[config.mk]
export PLATFORM = sky130hd
export DESIGN_NAME = esfd_fifo
export DESIGN_NICKNAME = d
export VERILOG_FILES = /design/src/esfd_pkg.sv /design/src/esfd_fifo.sv
export SDC_FILE = /design/constraint.sdc
export NUM_CORES = 1
export LEC_CHECK = 0
export ABC_AREA = 1
export BUFFER_PORTS_ARGS = -buffer_cell sky130_fd_sc_hd__buf_2
export CORE_MARGIN = 3
export CORE_UTILIZATION = 30
export DETAILED_ROUTE_END_ITERATION = 7
export GPL_ROUTABILITY_DRIVEN = 0
export HOLD_SLACK_MARGIN = 0.15
export PLACE_DENSITY = 0.53
export SLEW_MARGIN = 20
export SYNTH_ARGS = -nofsm -noshare
export SYNTH_HDL_FRONTEND = slang
export SYNTH_SLANG_ARGS = --single-unit
[constraint.sdc]
create_clock -name aclk -period 5.1 [get_ports aclk]
set_input_delay 0.51 -clock aclk [delete_from_list [all_inputs] [get_ports aclk]]
set_output_delay 0.51 -clock aclk [all_outputs]
set_load 0.05 [all_outputs]
[src/esfd_pkg.sv]
// ----------------------------------------------------------------------------
// esfd_pkg
// Shared types, constants and lookup functions for the encoder speed filter
// and display core.
// ----------------------------------------------------------------------------
package esfd_pkg;

    localparam int NUM_DIGITS  = 4;
    localparam int DPOS_W      = (NUM_DIGITS > 4) ? 3 : 2;

    localparam int SCALE_W     = 10;
    localparam int COEF_W      = 16;
    localparam int SPEED_W     = 16;
    localparam int ACC_W       = 40;
    localparam int MAG_W       = 16;

    localparam int CFG_ADDR_W  = 2;
    localparam int CFG_DATA_W  = 16;

    localparam int FIFO_DEPTH  = 4;
    localparam int FIFO_PTR_W  = $clog2(FIFO_DEPTH);
    localparam int FIFO_CNT_W  = $clog2(FIFO_DEPTH + 1);

    localparam int S_TDATA_W   = 8;
    localparam int M_TDATA_W   = 56;

    localparam int DIV10_MULT  = 52429;
    localparam int DIV10_SHIFT = 19;

    function automatic int pow10(input int n);
        int r;
        r = 1;
        for (int i = 0; i < n; i++) begin
            r = r * 10;
        end
        return r;
    endfunction

    localparam int MAG_LIMIT   = pow10(NUM_DIGITS) - 1;
    localparam int MAG_MAX     = (MAG_LIMIT > 32768) ? 32768 : MAG_LIMIT;

    localparam logic CMD_EDGE = 1'b0;
    localparam logic CMD_TICK = 1'b1;

    localparam logic [CFG_ADDR_W-1:0] CFG_SPEED_SCALE = 2'd0;
    localparam logic [CFG_ADDR_W-1:0] CFG_POLE_COEF   = 2'd1;
    localparam logic [CFG_ADDR_W-1:0] CFG_GAIN_COEF   = 2'd2;

    localparam logic [SCALE_W-1:0] SPEED_SCALE_RST = 10'd30;
    localparam logic [COEF_W-1:0]  POLE_COEF_RST   = 16'd63512;
    localparam logic [COEF_W-1:0]  GAIN_COEF_RST   = 16'd2027;

    typedef logic signed [SPEED_W-1:0] speed_t;

    typedef struct packed {
        logic [SCALE_W-1:0] speed_scale;
        logic [COEF_W-1:0]  pole_coef;
        logic [COEF_W-1:0]  gain_coef;
    } cfg_t;

    typedef struct packed {
        logic   push;
        speed_t raw;
    } fifo_wr_t;

    typedef struct packed {
        logic   valid;
        speed_t raw;
    } fifo_rd_t;

    typedef struct packed {
        logic        polarity_led;
        logic [7:0]  segments;
        logic [7:0]  digit_enable;
        logic [1:0]  digit_index;
        speed_t      filtered_speed;
        speed_t      raw_speed;
    } result_t;

    function automatic logic [7:0] seg_pattern(input logic [3:0] d);
        logic [7:0] s;
        case (d)
            4'd0:    s = 8'hC0;
            4'd1:    s = 8'hF9;
            4'd2:    s = 8'hA4;
            4'd3:    s = 8'hB0;
            4'd4:    s = 8'h99;
            4'd5:    s = 8'h92;
            4'd6:    s = 8'h82;
            4'd7:    s = 8'hF8;
            4'd8:    s = 8'h80;
            4'd9:    s = 8'h90;
            default: s = 8'hFF;
        endcase
        return s;
    endfunction

    function automatic logic [7:0] digit_select(input logic [DPOS_W-1:0] k);
        return ~(8'h20 >> k);
    endfunction

endpackage

[src/esfd_fifo.sv]
// ----------------------------------------------------------------------------
// esfd_fifo
// Short queue of raw speed samples between the front and the filter.
// ----------------------------------------------------------------------------
module esfd_fifo (
    input  logic               aclk,
    input  logic               aresetn,
    input  esfd_pkg::fifo_wr_t wr,
    output logic               full,
    input  logic               pop,
    output esfd_pkg::fifo_rd_t rd
);
    import esfd_pkg::*;

    speed_t                mem_reg [FIFO_DEPTH];
    logic [FIFO_PTR_W-1:0] wr_ptr_reg;
    logic [FIFO_PTR_W-1:0] rd_ptr_reg;
    logic [FIFO_CNT_W-1:0] cnt_reg;
    logic                  do_push;
    logic                  do_pop;

    assign full     = (cnt_reg == FIFO_CNT_W'(FIFO_DEPTH));
    assign rd.valid = (cnt_reg != '0);
    assign rd.raw   = mem_reg[rd_ptr_reg];
    assign do_push  = wr.push && !full;
    assign do_pop   = pop && rd.valid;

    always_ff @(posedge aclk) begin
        if (do_push) begin
            mem_reg[wr_ptr_reg] <= wr.raw;
        end
    end

    always_ff @(posedge aclk) begin
        if (!aresetn) begin
            wr_ptr_reg <= '0;
            rd_ptr_reg <= '0;
            cnt_reg    <= '0;
        end else begin
            if (do_push) begin
                wr_ptr_reg <= wr_ptr_reg + 1'b1;
            end
            if (do_pop) begin
                rd_ptr_reg <= rd_ptr_reg + 1'b1;
            end
            case ({do_push, do_pop})
                2'b10:   cnt_reg <= cnt_reg + 1'b1;
                2'b01:   cnt_reg <= cnt_reg - 1'b1;
                default: cnt_reg <= cnt_reg;
            endcase
        end
    end

endmodule

==> flow_summary.yaml <==
clocking:
  cts_max_path_buffers: 2
  h-tree-depth: 3
  cts_setup_buffers: 0
  cts.sinks: 73
  cts_tree: "built"
  clk_pin_slew_ns: 0.08
  cts_inserted_buffers: 9
  ctsHoldBuffers: 0
  cts-root-buf: "clkbuf_8"
  cts.repair.resized: 0
  clk-insertion-delay-late_ns: 0.33
setup_path:
  reg2reg_slack_ns: 3.32
  cp_max_fo: 33
  ff2ff_path_depth: 12
  crit_end: "rd[6]"
  arrival_ns: 1.95
  timing.rr.start: "cnt_reg[1]"
  end_kind: "output port"
  r2r-end: "cnt_reg[2]"
  cp.required_ns: 4.59
  crit_type: "reg -> out"
  setup.worst_path.start_class: "register"
finish:
  area_growth_pct: 19.48
  layout.nets: 294
  layout_commonest_cell: "edfxtp_1"
  layout_common_cells: "edfxtp_1 (64), nor2_1 (40), buf_2 (37)"
  post-route-util: 0.3787
  layout-drive-gt1-share: 0.2344
  instances_no_fill: 399
  n_antenna_cell: 0
  multiInputGateArea_um2: 626.9
  fill_cells: 880
  largest_register_ffs: 64
  regArea_um2: 2102
routing:
  vias: 1766
  wire_per_inst_um: 13.64
  ant_nets: 0
  drt_iter0_markers: 93
  drt_wl_total_mm: 5.442
  dr.pass1.iters: 4
  viasPerCell: 4.426
  drcViolationCount: 0
global_routing:
  grt_pass1_wl_mm: 8.749
  grt_pass1_vias: 1747
  antenna_found_initial: 0
  global_route.overflow_total: 0
  grtUsageTotal: 0.1111
  grt_max_degree: 34
sta:
  fmax_mhz: 407.0
  rsz0062_at_grt: "false"
  min_period_ns: 2.457
  setup-violations-final: 0
  hold_viol: 0
  slew_viol_final: 0
  fin_crit_sh: 0.4818
  tns_ns: 0
  maxSlewHeadroom: 0.5841
  skew_ns: 0.007095
  worst_slew_pin_slew_ns: 0.6230
synth:
  synthAdderAreaFrac: 0.02902
  syn_nets: 249
  seq_area_frac_synth: 0.7388
  postSynthCellCount: 223
  synth-xor-area-share: 0
  yosysUniqueCellTypes: 17
  yosys_warnings: 0
  synth-simple-area-share: 0.08751
  synth_compound_area_frac: 0.1038
  avgSynthCellArea_um2: 12.76
  syn_area_um2: 2845
  synth_seq_cells: 73
  synth_top_family_by_area: "compound AO/OA/AOI/OAI gates"
  synth.area.mux_share: 0
floorplan:
  dieArea_um2: 10690
  coreArea_um2: 8976
  initial_core_util: 0.3170
  die_h_um: 103.4
  std_cell_rows: 34
  io_pins: 38
  die_w_um: 103.4
power:
  power_density_nw_per_um2: 538.7
  max-vdd-ir-drop_mv: 0.2893
  leakage_nw: 1.256
min_path:
  min_path_type: "in -> reg"
status:
  status: "completed"
place:
  dpl.cell_count: 383
  portBuffers: 37
  dp_hpwl_mm: 3.336
flow_run:
  drv_cap: 0
metrics by stage:
stage	hold slack [ns]	area (um^2)	power [mW]	setup WS, ns
finish	0.3878	3400	1.831	2.643
global placement	0.4931	3181	1.363	3.005
global route	0.3680	3400	1.938	2.440
CTS	0.3655	3400	1.861	2.593
detailed placement	0.4990	3181	1.370	2.971
floorplan	0.4624	2845	1.226	3.118
cells by family after synthesis:
family / count (synthesis)
and+or+nand+nor: 62
buffers and inverters: 27
DFF: 73
adders and majority gates: 6
AOI/OAI and AO/OA: 55
per-layer routing:
metal	global-route usage	up-vias	wire [um]
met4	0.03884	0	44
met3	0.04494	5	303
met1	0.1291	834	2367
met2	0.1858	47	2727
li1	-	880	-
met5	0	-	0
critical path, stage by stage (launching register included):
cell and delay (ns):
dfxtp_1 0.30, buf_4 0.24, inv_2 0.45, o21ai_0 0.15, o22ai_1 0.17, buf_2 0.30
cell usage after synthesis, drive strengths merged:
master | number | share of area
nand3 | 5 | 0.0088
o21ai | 34 | 0.060
a21oi | 5 | 0.0088
inv | 19 | 0.025
nor2 | 42 | 0.057
fa | 1 | 0.0070
buf | 8 | 0.016
dfxtp | 9 | 0.063
nand2 | 15 | 0.022
o22ai | 16 | 0.035
edfxtp | 64 | 0.68
ha | 5 | 0.022
report_power, final:
| part | total [mW] | internal (mW) | switching [mW] | leakage, nW |
|---|---|---|---|---|
| clock | 0.485 | 0.278 | 0.207 | 0.111 |
| combinational | 0.604 | 0.141 | 0.463 | 0.484 |
| sequential | 0.743 | 0.714 | 0.0286 | 0.661 |
| total | 1.83 | 1.13 | 0.699 | 1.26 |
cell type report:
cell class,count,area share
Sequential cell,73,0.6183
Clock inverter,6,0.02687
Clock buffer,10,0.03754
Tap cell,126,0.04637
Inverter,19,0.02098
Multi-Input combinational cell,123,0.1844
Timing Repair Buffer,42,0.06551
how the worst min path moves through the flow:
stage,to,slack [ns],cells past startpoint,start
3_5_place_dp,wr_ptr_reg[1],0.50,2,wr_ptr_reg[1]
2_1_floorplan,register,0.46,2,rd_ptr_reg[1]
6_report,mem_reg[2][11],0.39,1,wr[11]
5_1_grt,mem_reg[1][5],0.37,1,wr[5]
4_1_cts,mem_reg[1][7],0.37,1,wr[7]
3_3_place_gp,wr_ptr_reg[1],0.49,2,wr_ptr_reg[1]
Power figures use the tool's default switching activity.
