$ cat src/esfd_pkg.sv
// ----------------------------------------------------------------------------
// esfd_pkg
// Shared types, constants and lookup functions for the encoder speed filter
// and display core.
// ----------------------------------------------------------------------------
package esfd_pkg;

    localparam int NUM_DIGITS  = 4;
    localparam int DPOS_W      = (NUM_DIGITS > 4) ? 3 : 2;

    localparam int SCALE_W     = 10;
    localparam int COEF_W      = 16;
    localparam int SPEED_W     = 16;
    localparam int ACC_W       = 40;
    localparam int MAG_W       = 16;

    localparam int CFG_ADDR_W  = 2;
    localparam int CFG_DATA_W  = 16;

    localparam int FIFO_DEPTH  = 4;
    localparam int FIFO_PTR_W  = $clog2(FIFO_DEPTH);
    localparam int FIFO_CNT_W  = $clog2(FIFO_DEPTH + 1);

    localparam int S_TDATA_W   = 8;
    localparam int M_TDATA_W   = 56;

    localparam int DIV10_MULT  = 52429;
    localparam int DIV10_SHIFT = 19;

    function automatic int pow10(input int n);
        int r;
        r = 1;
        for (int i = 0; i < n; i++) begin
            r = r * 10;
        end
        return r;
    endfunction

    localparam int MAG_LIMIT   = pow10(NUM_DIGITS) - 1;
    localparam int MAG_MAX     = (MAG_LIMIT > 32768) ? 32768 : MAG_LIMIT;

    localparam logic CMD_EDGE = 1'b0;
    localparam logic CMD_TICK = 1'b1;

    localparam logic [CFG_ADDR_W-1:0] CFG_SPEED_SCALE = 2'd0;
    localparam logic [CFG_ADDR_W-1:0] CFG_POLE_COEF   = 2'd1;
    localparam logic [CFG_ADDR_W-1:0] CFG_GAIN_COEF   = 2'd2;

    localparam logic [SCALE_W-1:0] SPEED_SCALE_RST = 10'd30;
    localparam logic [COEF_W-1:0]  POLE_COEF_RST   = 16'd63512;
    localparam logic [COEF_W-1:0]  GAIN_COEF_RST   = 16'd2027;

    typedef logic signed [SPEED_W-1:0] speed_t;

    typedef struct packed {
        logic [SCALE_W-1:0] speed_scale;
        logic [COEF_W-1:0]  pole_coef;
        logic [COEF_W-1:0]  gain_coef;
    } cfg_t;

    typedef struct packed {
        logic   push;
        speed_t raw;
    } fifo_wr_t;

    typedef struct packed {
        logic   valid;
        speed_t raw;
    } fifo_rd_t;

    typedef struct packed {
        logic        polarity_led;
        logic [7:0]  segments;
        logic [7:0]  digit_enable;
        logic [1:0]  digit_index;
        speed_t      filtered_speed;
        speed_t      raw_speed;
    } result_t;

    function automatic logic [7:0] seg_pattern(input logic [3:0] d);
        logic [7:0] s;
        case (d)
            4'd0:    s = 8'hC0;
            4'd1:    s = 8'hF9;
            4'd2:    s = 8'hA4;
            4'd3:    s = 8'hB0;
            4'd4:    s = 8'h99;
            4'd5:    s = 8'h92;
            4'd6:    s = 8'h82;
            4'd7:    s = 8'hF8;
            4'd8:    s = 8'h80;
            4'd9:    s = 8'h90;
            default: s = 8'hFF;
        endcase
        return s;
    endfunction

    function automatic logic [7:0] digit_select(input logic [DPOS_W-1:0] k);
        return ~(8'h20 >> k);
    endfunction

endpackage

$ cat src/esfd_front.sv
// ----------------------------------------------------------------------------
// esfd_front
// Input stage: counts encoder edges with saturation and, on a sample tick,
// scales the count to rpm and queues it for the filter.
// ----------------------------------------------------------------------------
module esfd_front (
    input  logic                          aclk,
    input  logic                          aresetn,
    input  logic                          s_tvalid,
    output logic                          s_tready,
    input  logic [esfd_pkg::S_TDATA_W-1:0] s_tdata,
    input  logic                          s_tuser,
    input  logic [esfd_pkg::SCALE_W-1:0]  speed_scale,
    input  logic                          fifo_full,
    output esfd_pkg::fifo_wr_t            fifo_wr
);
    import esfd_pkg::*;

    localparam int PROD_W = SPEED_W + SCALE_W + 1;

    logic signed [SPEED_W-1:0] count_reg;
    logic signed [SPEED_W-1:0] count_next;
    logic signed [PROD_W-1:0]  prod;
    speed_t                    raw_next;
    logic                      accept;

    assign s_tready = !fifo_full;
    assign accept   = s_tvalid && s_tready;

    assign prod = count_reg * $signed({1'b0, speed_scale});

    always_comb begin
        if (prod > PROD_W'(32767)) begin
            raw_next = 16'sh7FFF;
        end else if (prod < -PROD_W'(32768)) begin
            raw_next = 16'sh8000;
        end else begin
            raw_next = prod[SPEED_W-1:0];
        end
    end

    always_comb begin
        count_next = count_reg;
        if (accept) begin
            if (s_tuser == CMD_TICK) begin
                count_next = '0;
            end else if (s_tdata[0]) begin
                if (count_reg != 16'sh8000) begin
                    count_next = count_reg - 16'sd1;
                end
            end else begin
                if (count_reg != 16'sh7FFF) begin
                    count_next = count_reg + 16'sd1;
                end
            end
        end
    end

    assign fifo_wr.push = accept && (s_tuser == CMD_TICK);
    assign fifo_wr.raw  = raw_next;

    always_ff @(posedge aclk) begin
        if (!aresetn) begin
            count_reg <= '0;
        end else begin
            count_reg <= count_next;
        end
    end

endmodule

$ cat config.mk
export PLATFORM = sky130hd
export DESIGN_NAME = esfd_front
export DESIGN_NICKNAME = d
export VERILOG_FILES = /design/src/esfd_pkg.sv /design/src/esfd_front.sv
export SDC_FILE = /design/constraint.sdc
export NUM_CORES = 1
export LEC_CHECK = 0
export ABC_AREA = 0
export BUFFER_PORTS_ARGS = -buffer_cell sky130_fd_sc_hd__buf_2
export CAP_MARGIN = 40
export CELL_PAD_IN_SITES_DETAIL_PLACEMENT = 0
export CELL_PAD_IN_SITES_GLOBAL_PLACEMENT = 1
export CORE_ASPECT_RATIO = 1.2
export CORE_UTILIZATION = 45
export DETAILED_ROUTE_END_ITERATION = 12
export PLACE_DENSITY = 0.88
export SYNTH_ARGS = -nofsm -noshare
export SYNTH_HDL_FRONTEND = slang
export SYNTH_SLANG_ARGS = --single-unit
$ cat constraint.sdc
create_clock -name aclk -period 15.3 [get_ports aclk]
set_input_delay 3.06 -clock aclk [delete_from_list [all_inputs] [get_ports aclk]]
set_output_delay 3.06 -clock aclk [all_outputs]
set_load 0.005 [all_outputs]
==> impl_metrics.env, run 1 <==
export IMPL_floorplan_core_area_mm2=0.01698
export IMPL_worstRegToRegCells=10
export IMPL_grt_pass1_vias=6654
export IMPL_timing_hold_worst_class="reg -> reg"
export IMPL_clkLatencyLatePin_ns=0.24
export IMPL_port_buffer_count=33
export IMPL_die_area_mm2=0.01807
export IMPL_via_count=6190
export IMPL_diodes=0
export IMPL_synth_compound_area_share_pct=12.94
export IMPL_synth_seq_cells=16
export IMPL_yosys_cell_types_count=63
export IMPL_post_synth_xor_area_fraction_pct=3.440
export IMPL_r2r_end="count_reg[14]"
export IMPL_mappedNetlistArea_mm2=0.007893
export IMPL_worstHoldPathCells=2
export IMPL_timing_critical_path_fanout_max=16
export IMPL_post_drt_wl_per_cell_um=14.50
export IMPL_final_hold_violation_count=0
export IMPL_floorplan_die_width_um=122.9
export IMPL_grt_ovfl_total=0
export IMPL_netlist_area_leader_share_pct=37.03
export IMPL_ir_drop_worst_vdd_uv=30.19
export IMPL_end_kind="primary output"
export IMPL_wirelength_um=16720
export IMPL_ys_warnings_count=0
export IMPL_setup_worst_path_end="fifo_wr[11]"
export IMPL_synth_top_cells_by_area="sky130_fd_sc_hd__fa_1 37%, sky130_fd_sc_hd__ha_1 12%, sky130_fd_sc_hd__inv_1 9.6%"
export IMPL_clock_sink_count=16
export IMPL_cts_inserted_buffers=3
export IMPL_die_boundary_height_um=147.1
export IMPL_grt_setup_unrepaired="no"
export IMPL_grt_antenna_before_repair=0
export IMPL_fraction_of_power_spent_switching_nets_pct=46.70
export IMPL_drtIter0Drc=266
export IMPL_worstSetupStartpointType="primary input"
export IMPL_post_cts_resize_count=0
export IMPL_dp_final_hpwl_um=13830
export IMPL_clk_root_buffer_cell="sky130_fd_sc_hd__clkbuf_16"
export IMPL_postSynth_topFlopCell="sky130_fd_sc_hd__dfxtp_1"
export IMPL_drt_first_pass_iters=5
export IMPL_max_slew_margin_vs_limit_pct=43.21
export IMPL_post_synth_fa_ha_maj_area_fraction_pct=48.92
export IMPL_grt_max_degree=22
export IMPL_max_clock_path_buffers=2
export IMPL_grt_total_usage_pct=20.65
export IMPL_floorplan_initialDensity_pct=46.48
export IMPL_syn_instance_count=940
export IMPL_placementRows=52
export IMPL_worst_setup_hold_path_clk_slew_ns=0.04
export IMPL_wire_length_of_the_first_global_routing_pass_um=30190
export IMPL_io_pins=41
export IMPL_cts_hold_repair_buffers=0
export IMPL_synth_fp_nets=1184
export IMPL_slew_viol_final=0
export IMPL_tns_ns=0
export IMPL_sequential_fraction_of_the_synthesis_area_pct=4.058
export IMPL_remaining_drc_errors=0
export IMPL_power_density_relative_to_cell_area_mw_per_mm2=37.18
export IMPL_postCtsSetupRepairBufs=0
export IMPL_worst_slew_pin_slew_ns=0.8487
export IMPL_criticalPathCategory="in -> out"
export IMPL_crit_reg2reg_launch="count_reg[2]"
export IMPL_num_nets_final=1183
export IMPL_skew_ns=0.003118
export IMPL_arrival_ns=9.36
export IMPL_max_capacitance_violation_count=0
export IMPL_area_growth_synth_to_final_pct=4.486
export IMPL_power_share_sequential_pct=16.6
export IMPL_power_combinational_fraction_pct=67.4
export IMPL_dominant_combinational_cell_family_by_area_after_synthesis="adder cells"
export IMPL_total_chip_power_uw=306.6
export IMPL_layout_worst_path_cycle_share_pct=81.17
export IMPL_cts_tree="done"
export IMPL_syn_area_per_cell_um2=8.396
export IMPL_critical_path_startpoint="speed_scale[2]"
export IMPL_most_frequent_cell_after_synthesis="sky130_fd_sc_hd__inv_1"
export IMPL_clock_group_share_of_total_power_pct=16.0
export IMPL_max_ffs_per_register=16
export IMPL_gp_congestion=0.8199
export IMPL_final_layout_size_suffix_gt1_share_pct=5.443
export IMPL_cell_type_with_the_highest_aggregate_area_in_the_netlist="sky130_fd_sc_hd__fa_1"
export IMPL_post_synth_most_frequent_cells="201 x sky130_fd_sc_hd__inv_1, 146 x sky130_fd_sc_hd__fa_1, 107 x sky130_fd_sc_hd__nand2_1"
export IMPL_ys_async_sr_fraction_pct=0
export IMPL_synth_mux_area_fraction_pct=0.7609
export IMPL_clock_fmax_ghz=0.08052
export IMPL_required_worst_endpoint_ns=12.24
export IMPL_ctsHtreeMaxLevel=1
export IMPL_number_of_flops_mapped_to_enable_cells_by_yosys=0
export IMPL_cellLeakagePower_nw=4.249
export IMPL_rrSetupSlack_ns=12.14
export IMPL_cell_internal_pwr_uw=163.4
export IMPL_antenna_violating_nets_post_route=0
export IMPL_switching_power_uw=143.2
export IMPL_synthSimpleGateAreaFrac_pct=18.34
export IMPL_setup_viol=0
export IMPL_run_status="finished, final reports clean"
export IMPL_avgViaCountPerCell=5.369
export IMPL_timing_final_crit_period_ns=12.42
[worst max-delay path: stages]
cell and delay (ns):
sky130_fd_sc_hd__buf_2 0.29, sky130_fd_sc_hd__nand2_1 0.19, sky130_fd_sc_hd__fa_1 0.66, sky130_fd_sc_hd__inv_1 0.14, sky130_fd_sc_hd__fa_1 0.49, sky130_fd_sc_hd__fa_1 0.53, sky130_fd_sc_hd__fa_1 0.55, sky130_fd_sc_hd__inv_1 0.06
sky130_fd_sc_hd__fa_1 0.52, sky130_fd_sc_hd__inv_1 0.04, sky130_fd_sc_hd__ha_1 0.43, sky130_fd_sc_hd__a21oi_1 0.20, sky130_fd_sc_hd__o21bai_1 0.07, sky130_fd_sc_hd__a221o_1 0.37, sky130_fd_sc_hd__or4_1 0.50, sky130_fd_sc_hd__nand4_1 0.17
sky130_fd_sc_hd__a2111oi_2 0.08, sky130_fd_sc_hd__a31oi_2 0.65, sky130_fd_sc_hd__o31ai_1 0.18, sky130_fd_sc_hd__buf_2 0.16
[metal layers]
layer	wire (um)	vias up	track usage, %	share of wire [%]
met5	0	-	0	0
li1	-	2967	-	-
met2	8939	89	39.33	53
met3	357	32	1.165	2.1
met4	431	0	5.915	2.6
met1	6986	3102	24.43	42
[kinds of logic (layout without fill, tap and decap cells)]
kind of cell | count (synthesis) | count (layout)
and+or+nand+nor | 280 | 280
buffers and inverters | 240 | 237
adders and majority gates | 221 | 221
AOI/OAI and AO/OA | 146 | 146
xor gates and xnor gates | 31 | 31
DFF | 16 | 16
muxes | 6 | 6
[layout by cell type, fill, tap and decap left out, types with 4 or more instances in the layout]
cell / count
sky130_fd_sc_hd__inv_1: 201
sky130_fd_sc_hd__fa_1: 146
sky130_fd_sc_hd__nand2_1: 107
sky130_fd_sc_hd__and2_1: 81
sky130_fd_sc_hd__ha_1: 75
sky130_fd_sc_hd__a21oi_1: 35
sky130_fd_sc_hd__buf_2: 33
sky130_fd_sc_hd__xnor2_1: 22
sky130_fd_sc_hd__nor2_1: 19
sky130_fd_sc_hd__dfxtp_1: 16
sky130_fd_sc_hd__o21ai_1: 15
sky130_fd_sc_hd__o21ai_0: 14
sky130_fd_sc_hd__nor2b_1: 14
sky130_fd_sc_hd__a21o_1: 13
sky130_fd_sc_hd__xor2_1: 9
sky130_fd_sc_hd__and3_1: 8
sky130_fd_sc_hd__nand3_1: 8
sky130_fd_sc_hd__nor3_1: 7
sky130_fd_sc_hd__a22oi_1: 7
sky130_fd_sc_hd__mux2i_1: 6
sky130_fd_sc_hd__or3_1: 6
sky130_fd_sc_hd__o21bai_1: 6
sky130_fd_sc_hd__nand2b_1: 5
sky130_fd_sc_hd__o31ai_1: 5
sky130_fd_sc_hd__a31o_2: 5
sky130_fd_sc_hd__nand4_1: 5
sky130_fd_sc_hd__o21a_1: 4
sky130_fd_sc_hd__a211oi_1: 4
sky130_fd_sc_hd__o211ai_1: 4
sky130_fd_sc_hd__a31oi_1: 4
sky130_fd_sc_hd__nor4_1: 4
[metrics by stage]
step | setup WS [ns] | util (%) | instances | cell area, um^2 | hold slack (ns)
5_1_grt | 2.372 | 48.56 | 1153 | 8247 | 0.7505
6_report | 2.881 | 48.56 | 1153 | 8247 | 0.7027
3_5_place_dp | 2.875 | 48.12 | 1150 | 8172 | 0.6974
3_3_place_gp | 2.908 | 48.12 | 1150 | 8172 | 0.6902
2_1_floorplan | 3.726 | - | 940 | 7893 | 0.4744
4_1_cts | 2.849 | 48.56 | 1153 | 8247 | 0.7069
[layout make-up]
cell class                 count  area [um^2]
fill                        1681         8735
multi-input combinational    684         6661
inverter                     201        754.5
sequential                    16        320.3
tap                          216        270.3
timing repair buffer          33        165.2
clock buffer                   3        75.07
[worst min path at each step]
stage,start,to,slack [ns]
after global placement,count_reg[10],count_reg[10],0.69
after global routing,count_reg[10],count_reg[10],0.75
after detailed placement,count_reg[10],count_reg[10],0.70
after floorplan,count_reg[15],count_reg[15],0.47
after CTS,count_reg[12],count_reg[12],0.71
final,count_reg[10],count_reg[10],0.70
[power groups by stage]
stage	logic [mW]	registers, mW	clock network (mW)
2_1_floorplan	0.161	0.0458	0
3_3_place_gp	0.204	0.0515	0
3_5_place_dp	0.209	0.0515	0
4_1_cts	0.210	0.0508	0.0496
5_1_grt	0.239	0.0515	0.0526
6_report	0.207	0.0508	0.0492
No activity file was read; power rests on OpenSTA's default activity.
==> run 2, diff against run 1 <==
--- a/config.mk
+++ b/config.mk
@@ -5,7 +5,7 @@
 export SDC_FILE = /design/constraint.sdc
 export NUM_CORES = 1
 export LEC_CHECK = 0
-export ABC_AREA = 0
+export ABC_AREA = 1
 export BUFFER_PORTS_ARGS = -buffer_cell sky130_fd_sc_hd__buf_2
 export CAP_MARGIN = 40
 export CELL_PAD_IN_SITES_DETAIL_PLACEMENT = 0
@@ -13,7 +13,7 @@
 export CORE_ASPECT_RATIO = 1.2
 export CORE_UTILIZATION = 45
 export DETAILED_ROUTE_END_ITERATION = 12
-export PLACE_DENSITY = 0.88
+export PLACE_DENSITY = 0.92
 export SYNTH_ARGS = -nofsm -noshare
 export SYNTH_HDL_FRONTEND = slang
 export SYNTH_SLANG_ARGS = --single-unit
==> constraint.sdc (replaced) <==
create_clock -name aclk -period 11.92 [get_ports aclk]
set_input_delay 2.384 -clock aclk [delete_from_list [all_inputs] [get_ports aclk]]
set_output_delay 2.384 -clock aclk [all_outputs]
set_load 0.005 [all_outputs]
==> run 2 against run 1 <==
- combinational power up 48%
- clock power increased by 50%
- sequential power is 32% higher
- core utilization is 0.39 points lower
- hold slack improved by 0.022 ns
==> impl_metrics.env, run 2 <==
export IMPL_run_status="finished, final reports clean"
export IMPL_timing_final_crit_period_ns=10.32
export IMPL_grt_pass1_vias=7663
export IMPL_post_cts_resize_count=0
export IMPL_die_area_mm2=0.01983
export IMPL_clkLatencyLatePin_ns=0.25
export IMPL_tns_ns=0
export IMPL_postSynth_topFlopCell="sky130_fd_sc_hd__dfxtp_1"
export IMPL_floorplan_core_area_mm2=0.01886
export IMPL_sequential_fraction_of_the_synthesis_area_pct=3.694
export IMPL_antenna_violating_nets_post_route=0
export IMPL_final_hold_violation_count=0
export IMPL_synth_top_cells_by_area="sky130_fd_sc_hd__fa_1 34%, sky130_fd_sc_hd__nand2_1 18%, sky130_fd_sc_hd__inv_1 16%"
export IMPL_cts_inserted_buffers=3
export IMPL_final_layout_size_suffix_gt1_share_pct=6.467
export IMPL_syn_area_per_cell_um2=6.660
export IMPL_via_count=7379
export IMPL_diodes=0
export IMPL_clock_fmax_ghz=0.09686
export IMPL_most_frequent_cell_after_synthesis="sky130_fd_sc_hd__nand2_1"
export IMPL_skew_ns=0.003696
export IMPL_preCtsSetupSlack_ns=1.657
export IMPL_gp_congestion=0.9061
export IMPL_grt_ovfl_total=0
export IMPL_num_nets_final=1544
export IMPL_remaining_drc_errors=0
export IMPL_layout_cells_most_common="sky130_fd_sc_hd__nand2_1"
export IMPL_postLayoutSetupSlackWorst_ns=1.596
export IMPL_wire_length_of_the_first_global_routing_pass_um=35080
export IMPL_post_layout_utilization_of_the_core_pct=48.17
export IMPL_required_worst_endpoint_ns=9.54
export IMPL_max_ffs_per_register=16
export IMPL_ctsHtreeMaxLevel=1
export IMPL_ys_async_sr_fraction_pct=0
export IMPL_worst_setup_hold_path_clk_slew_ns=0.05
export IMPL_floorplan_initialDensity_pct=45.99
export IMPL_synth_seq_cells=16
export IMPL_clock_sink_count=16
export IMPL_ys_warnings_count=0
export IMPL_drt_first_pass_iters=5
export IMPL_max_clock_path_buffers=2
export IMPL_cts_hold_repair_buffers=0
export IMPL_yosys_cell_types_count=37
export IMPL_wirelength_um=19390
export IMPL_ir_drop_worst_vdd_uv=46.78
export IMPL_placementRows=55
export IMPL_netlist_area_leader_share_pct=33.71
export IMPL_post_synth_most_frequent_cells="410 x sky130_fd_sc_hd__nand2_1, 371 x sky130_fd_sc_hd__inv_1, 146 x sky130_fd_sc_hd__fa_1"
export IMPL_mappedNetlistArea_mm2=0.008671
export IMPL_layout_worst_path_cycle_share_pct=86.61
export IMPL_grt_setup_unrepaired="no"
export IMPL_slew_viol_final=0
export IMPL_finalInstanceArea_mm2=0.009082
export IMPL_criticalPathCategory="in -> out"
export IMPL_cts_tree="done"
export IMPL_max_slew_margin_vs_limit_pct=52.35
export IMPL_post_drt_wl_per_cell_um=12.47
export IMPL_max_capacitance_violation_count=0
export IMPL_worstSetupStartpointType="primary input"
export IMPL_worst_slew_pin_slew_ns=0.7138
export IMPL_grt_total_usage_pct=21.74
export IMPL_io_pins=41
export IMPL_timing_hold_worst_class="reg -> reg"
export IMPL_drtIter0Drc=390
export IMPL_cellLeakagePower_nw=5.714
export IMPL_clk_root_buffer_cell="sky130_fd_sc_hd__clkbuf_16"
export IMPL_avgViaCountPerCell=4.745
export IMPL_grt_max_degree=19
export IMPL_syn_instance_count=1302
export IMPL_area_growth_synth_to_final_pct=4.747
export IMPL_cell_type_with_the_highest_aggregate_area_in_the_netlist="sky130_fd_sc_hd__fa_1"
export IMPL_dp_final_hpwl_um=16730
export IMPL_arrival_ns=7.94
export IMPL_setup_viol=0
export IMPL_mostFrequentLayoutCells="410 x sky130_fd_sc_hd__nand2_1, 371 x sky130_fd_sc_hd__inv_1, 146 x sky130_fd_sc_hd__fa_1"
export IMPL_number_of_flops_mapped_to_enable_cells_by_yosys=0
export IMPL_postCtsSetupRepairBufs=0
export IMPL_floorplan_die_width_um=128.7
export IMPL_die_boundary_height_um=154.1
export IMPL_end_kind="primary output"
export IMPL_worst_case_hold_slack_ns=0.7252
export IMPL_placed_area_mm2=0.008994
export IMPL_port_buffer_count=33
export IMPL_timing_critical_path_fanout_max=16
export IMPL_grt_antenna_before_repair=0
export IMPL_synth_fp_nets=1546
export IMPL_power_density_relative_to_cell_area_mw_per_mm2=49.35
-- run 2: final timing paths --
check / cells after the start / slack [ns] / to / startpoint
hold / removal: 2 / 0.73 / count_reg[6] / count_reg[6]
hold reg to reg: 2 / 0.73 / count_reg[6] / count_reg[6]
setup / recovery: 24 / 1.60 / fifo_wr[0] / speed_scale[2]
setup reg to reg: 10 / 9.28 / count_reg[11] / count_reg[2]
-- run 2: worst max-delay path: stages --
cell and delay [ns]:
sky130_fd_sc_hd__buf_2 0.31, sky130_fd_sc_hd__nand2_1 0.21, sky130_fd_sc_hd__fa_1 0.66, sky130_fd_sc_hd__inv_1 0.14, sky130_fd_sc_hd__fa_1 0.48, sky130_fd_sc_hd__fa_1 0.53, sky130_fd_sc_hd__fa_1 0.55, sky130_fd_sc_hd__inv_1 0.06
sky130_fd_sc_hd__fa_1 0.53, sky130_fd_sc_hd__inv_1 0.04, sky130_fd_sc_hd__ha_1 0.38, sky130_fd_sc_hd__nand2_1 0.12, sky130_fd_sc_hd__nor2_1 0.21, sky130_fd_sc_hd__and2_1 0.19, sky130_fd_sc_hd__nand4_2 0.15, sky130_fd_sc_hd__nand3_2 0.13
sky130_fd_sc_hd__nand2_1 0.05, sky130_fd_sc_hd__nand2_1 0.07, sky130_fd_sc_hd__nand2_1 0.05, sky130_fd_sc_hd__nor2_1 0.11, sky130_fd_sc_hd__nand4_1 0.10, sky130_fd_sc_hd__nand2_2 0.24, sky130_fd_sc_hd__nand2_1 0.11, sky130_fd_sc_hd__buf_2 0.14
-- run 2: area by class of cell --
cell class / count / area, um^2
Timing Repair Buffer: 34 / 176.4
Sequential cell: 16 / 320.3
Inverter: 373 / 1400
Fill cell: 2037 / 9773
Tap cell: 256 / 320.3
Clock buffer: 4 / 88.84
Multi-Input combinational cell: 872 / 6777
-- run 2: kinds of logic (layout without fill, tap and decap cells) --
family	count (synthesis)	count (layout)	synth area share, %
XOR/XNOR	15	15	1.515
AO/OA/AOI/OAI	65	65	4.127
flip-flops	16	16	3.694
AND/OR/NAND/NOR	571	571	27.98
buffers and inverters	414	411	18.15
adder cells (fa/ha/maj)	221	221	44.53
-- run 2: routing by layer --
layer / vias up / global-route usage (%) / wire [um]
met3: 20 / 0.9047 / 464
met5: - / 0 / 0
met4: 0 / 3.473 / 185
met1: 3518 / 27.88 / 8614
li1: 3756 / - / -
met2: 85 / 40.62 / 10130
-- run 2: report_power, final --
group          switching [mW]  internal (mW)  total [mW]
clock                  0.0229         0.0511      0.0739
sequential             0.0111         0.0558      0.0669
combinational           0.191          0.116       0.307
total                   0.225          0.223       0.448
-- run 2: through the flow --
step	instances	power [mW]
floorplan	1302	0.2950
global placement	1550	0.3740
detailed placement	1551	0.3777
CTS	1555	0.4548
global route	1555	0.5066
finish	1555	0.4482
